## config.mk

```make
export PLATFORM = sky130hd
export DESIGN_NAME = mxs_front
export DESIGN_NICKNAME = d
export VERILOG_FILES = /design/src/sv/mxs_pkg.sv /design/src/sv/mxs_front.sv
export SDC_FILE = /design/constraint.sdc
export NUM_CORES = 1
export LEC_CHECK = 0
export BUFFER_PORTS_ARGS = -buffer_cell sky130_fd_sc_hd__buf_2
export CORE_ASPECT_RATIO = 1.2
export CORE_UTILIZATION = 48
export CTS_CLUSTER_DIAMETER = 60
export DETAILED_ROUTE_END_ITERATION = 8
export PLACE_DENSITY = 0.74
export SKIP_CTS_REPAIR_TIMING = 1
export SYNTH_ARGS = -nofsm -noshare
export SYNTH_HDL_FRONTEND = slang
export SYNTH_SLANG_ARGS = --single-unit
```

## constraint.sdc

```tcl
create_clock -name clk -period 2.36 [get_ports clk]
set_input_delay 0.472 -clock clk [delete_from_list [all_inputs] [get_ports clk]]
set_output_delay 0.472 -clock clk [all_outputs]
set_load 0.02 [all_outputs]
```

## src/sv/mxs_pkg.sv

```systemverilog
// mxs_pkg: shared types and constants for the maximum subarray XOR block.
// Used by mxs_front, mxs_back and max_xor_subarray; depends on nothing.
`default_nettype none

package mxs_pkg;

  localparam int DATA_WIDTH  = 32;
  localparam int MAX_ITEMS   = 1024;
  localparam int QUEUE_DEPTH = 2;

  localparam logic signed [DATA_WIDTH-1:0] INT_MIN = {1'b1, {(DATA_WIDTH-1){1'b0}}};

  typedef struct packed {
    logic signed [DATA_WIDTH-1:0] value;
    logic                         last;
  } in_t;

  typedef struct packed {
    logic signed [DATA_WIDTH-1:0] max_xor;
    logic                         overflow;
  } out_t;

  typedef struct packed {
    logic valid;
    in_t  item;
  } front_status_t;

endpackage

`default_nettype wire

```

## src/sv/mxs_front.sv

```systemverilog
// mxs_front: accepts requests and holds them in a short queue for the back end.
// Depends on mxs_pkg.
`default_nettype none

module mxs_front (
  input  wire logic                  clk,
  input  wire logic                  rst,
  input  wire logic                  item_valid,
  output logic                       item_stall,
  input  wire mxs_pkg::in_t          item,
  output mxs_pkg::front_status_t     q,
  input  wire logic                  take
);

  localparam int QD = mxs_pkg::QUEUE_DEPTH;
  localparam int PW = (QD > 1) ? $clog2(QD) : 1;
  localparam int FW = $clog2(QD + 1);

  mxs_pkg::in_t  slot [QD];
  logic [PW-1:0] wr_ptr;
  logic [PW-1:0] rd_ptr;
  logic [FW-1:0] fill;
  logic          push;
  logic          pop;

  assign item_stall = (fill == FW'(QD));
  assign push       = item_valid && !item_stall;
  assign pop        = take && (fill != '0);

  assign q.valid = (fill != '0);
  assign q.item  = slot[rd_ptr];

  always_ff @(posedge clk) begin
    if (rst) begin
      wr_ptr <= '0;
      rd_ptr <= '0;
      fill   <= '0;
    end else begin
      if (push) begin
        wr_ptr <= (wr_ptr == PW'(QD - 1)) ? '0 : wr_ptr + 1'b1;
      end
      if (pop) begin
        rd_ptr <= (rd_ptr == PW'(QD - 1)) ? '0 : rd_ptr + 1'b1;
      end
      if (push && !pop) begin
        fill <= fill + 1'b1;
      end else if (pop && !push) begin
        fill <= fill - 1'b1;
      end
    end
  end

  always_ff @(posedge clk) begin
    if (push) begin
      slot[wr_ptr] <= item;
    end
  end

endmodule

`default_nettype wire

```

==> results.json <==
{
  "synth_area_um2": 2594,
  "detailroute.via_count": 1359,
  "timing_worst_setup_path_type": "register to output port",
  "p_leak_nw": 1.237,
  "synthMuxAreaShare": 0.1433,
  "hold_path.class": "input pin to register",
  "hpwl_mm": 3.038,
  "place_congestion": 0.6444,
  "synth_compound_area_frac": 0.009648,
  "grt_usage": 0.1644,
  "finalMaxSlewViolations": 0,
  "root_buffer": "clkbuf_8",
  "regArea_um2": 2082,
  "status": "finished, final reports clean",
  "avgSynthCellArea_um2": 20.26,
  "synth_warnings": 0,
  "finalWirelength_mm": 4.345,
  "coreArea_um2": 5080,
  "route.detailed.drc": 0,
  "tightest_slew_ns": 0.3115,
  "overflow": 0,
  "most-common-layout-cells": "buf_2, edfxtp_1, mux2_2",
  "clkSinkCount": 71,
  "multi_input_area_um2": 484.2,
  "start_util": 0.5106,
  "rsz0062_at_grt": "false",
  "numPortBuffers": 71,
  "syn-num-nets": 166,
  "rows": 28,
  "io_pins": 72,
  "netlist_instances": 128,
  "worstSetupStartpointType": "register",
  "finalHoldViolCount": 0,
  "p_total_mw": 3.457,
  "seq_area_frac_synth": 0.8027,
  "wire_per_inst_um": 15.69,
  "powerDensity_nw_per_um2": 1079,
  "fin_nets": 250,
  "ant_nets": 0,
  "synth_top_family_by_area": "multiplexers",
  "synthSimpleGateAreaFrac": 0.01881,
  "synth_xor_area_frac": 0.01013,
  "maxCapViolations": 0,
  "antennaDiodeCount": 0,
  "setup_viol": 0,
  "die_x_um": 69.11,
  "cts.clk_slew.worst_paths_ns": 0.07,
  "initialDrtViolationCount": 80,
  "viasPerCell": 4.906,
  "grt_max_degree": 24,
  "clockBufferDepth": 2,
  "area.growth.synth_to_final_pct": 23.54,
  "fillCellCount": 369,
  "post-route-period-util": 0.8378,
  "cp_max_fo": 23,
  "dr.pass1.iters": 4,
  "dieArea_um2": 5703,
  "synth_fa_ha_area_frac": 0.004824,
  "tritoncts": "yes",
  "fin_skew_ns": 0.004632,
  "fin_crit_ns": 1.977,
  "synth_cell_types": 14,
  "htreeDepth": 3,
  "cts_buffers": 9,
  "finalSetupTns_ns": 0,
  "grt_pass1_vias": 1449,
  "endpoint_kind": "output port",
  "ir_worst_vdd_mv": 0.7781,
  "critPathRequiredTime_ns": 1.89,
  "maxSlewHeadroom": 0.7902,
  "critical_path_arrival_ns": 1.51,
  "grt_first_pass_wirelength_mm": 6.796,
  "clk_latency_ns": 0.33,
  "drive_above_1_share": 0.5760,
  "max_freq_mhz": 505.8,
  "synth-seq-cells": 71,
  "antenna_found_initial": 0,
  "final_common_cell": "buf_2",
  "die_h_um": 82.53
}
[area by class of cell]
| cell class | instances | area share |
|---|---|---|
| clock buffers | 10 | 0.03983 |
| clock inverters | 6 | 0.008590 |
| inverters | 2 | 0.002343 |
| multi-input cells | 51 | 0.1511 |
| flip-flops and latches | 71 | 0.6497 |
| well taps | 60 | 0.02343 |
| repair buffers | 77 | 0.1250 |
[flip-flops by register name, indices dropped and copies added (netlist names), named ones only]
register and flops:
wr_ptr 1, fill 2, slot 66, rd_ptr 1
[worst max-delay path, stage by stage (launching register included)]
cell and delay (ns):
dfxtp_1 0.33, buf_4 0.30, mux2_2 0.39, buf_2 0.16
[per-stage QoR]
step                instance area [um2]  utilization  hold slack (ns)  cells  setup WS, ns
finish                             3204       0.6308           0.3269    277        0.3829
global route                       3204       0.6308           0.3045    277        0.3060
CTS                                3204       0.6308           0.3144    277        0.3574
detailed placement                 3049       0.6002           0.4859    261        0.6789
global placement                   3049       0.6002           0.4729    261        0.6932
floorplan                          2594            -           0.4516    128        0.4416
[where the power goes]
part           switching (mW)  leakage [nW]  internal (mW)
clock network           0.405        0.0847          0.367
logic                   0.613         0.495          0.431
registers              0.0563         0.658           1.58
total                    1.07          1.24           2.38
[final timing paths]
kind | startpoint | to | slack [ns] | cells after the start
worst max register to register | fill[0] | slot[0][5] | 0.81 | 4
worst max-delay path | register | q[23] | 0.38 | 3
worst min register to register | wr_ptr | wr_ptr | 0.51 | 2
worst min-delay path | item[13] | slot[1][13] | 0.33 | 1
[synthesized netlist by cell type, drive strengths merged]
cell | n | share of area
a21oi | 2 | 0.0039
and2 | 1 | 0.0024
buf | 4 | 0.0077
dfxtp | 5 | 0.039
edfxtp | 66 | 0.76
ha | 1 | 0.0048
inv | 2 | 0.0029
mux2 | 33 | 0.14
nor2 | 4 | 0.0058
nor2b | 1 | 0.0034
o21ai | 3 | 0.0058
or2 | 1 | 0.0024
or3 | 2 | 0.0048
xor2 | 3 | 0.010
[metal layers]
metal | part of all wire | global-route usage | vias to the layer above
met1 | 0.39 | 0.1785 | 642
li1 | - | - | 661
met3 | 0.053 | 0.06068 | 10
met5 | 0 | 0 | -
met4 | 0.021 | 0.08980 | 0
met2 | 0.54 | 0.2835 | 46
[logic make-up (layout without fill, tap and decap cells)]
group	after synthesis	in the layout
flip-flops	71	71
multiplexers	33	33
AND/OR/NAND/NOR	9	9
buffers and inverters	6	95
AO/OA/AOI/OAI	5	5
XOR/XNOR	3	3
adder cells (fa/ha/maj)	1	1
(Power assumes the default switching activity.)
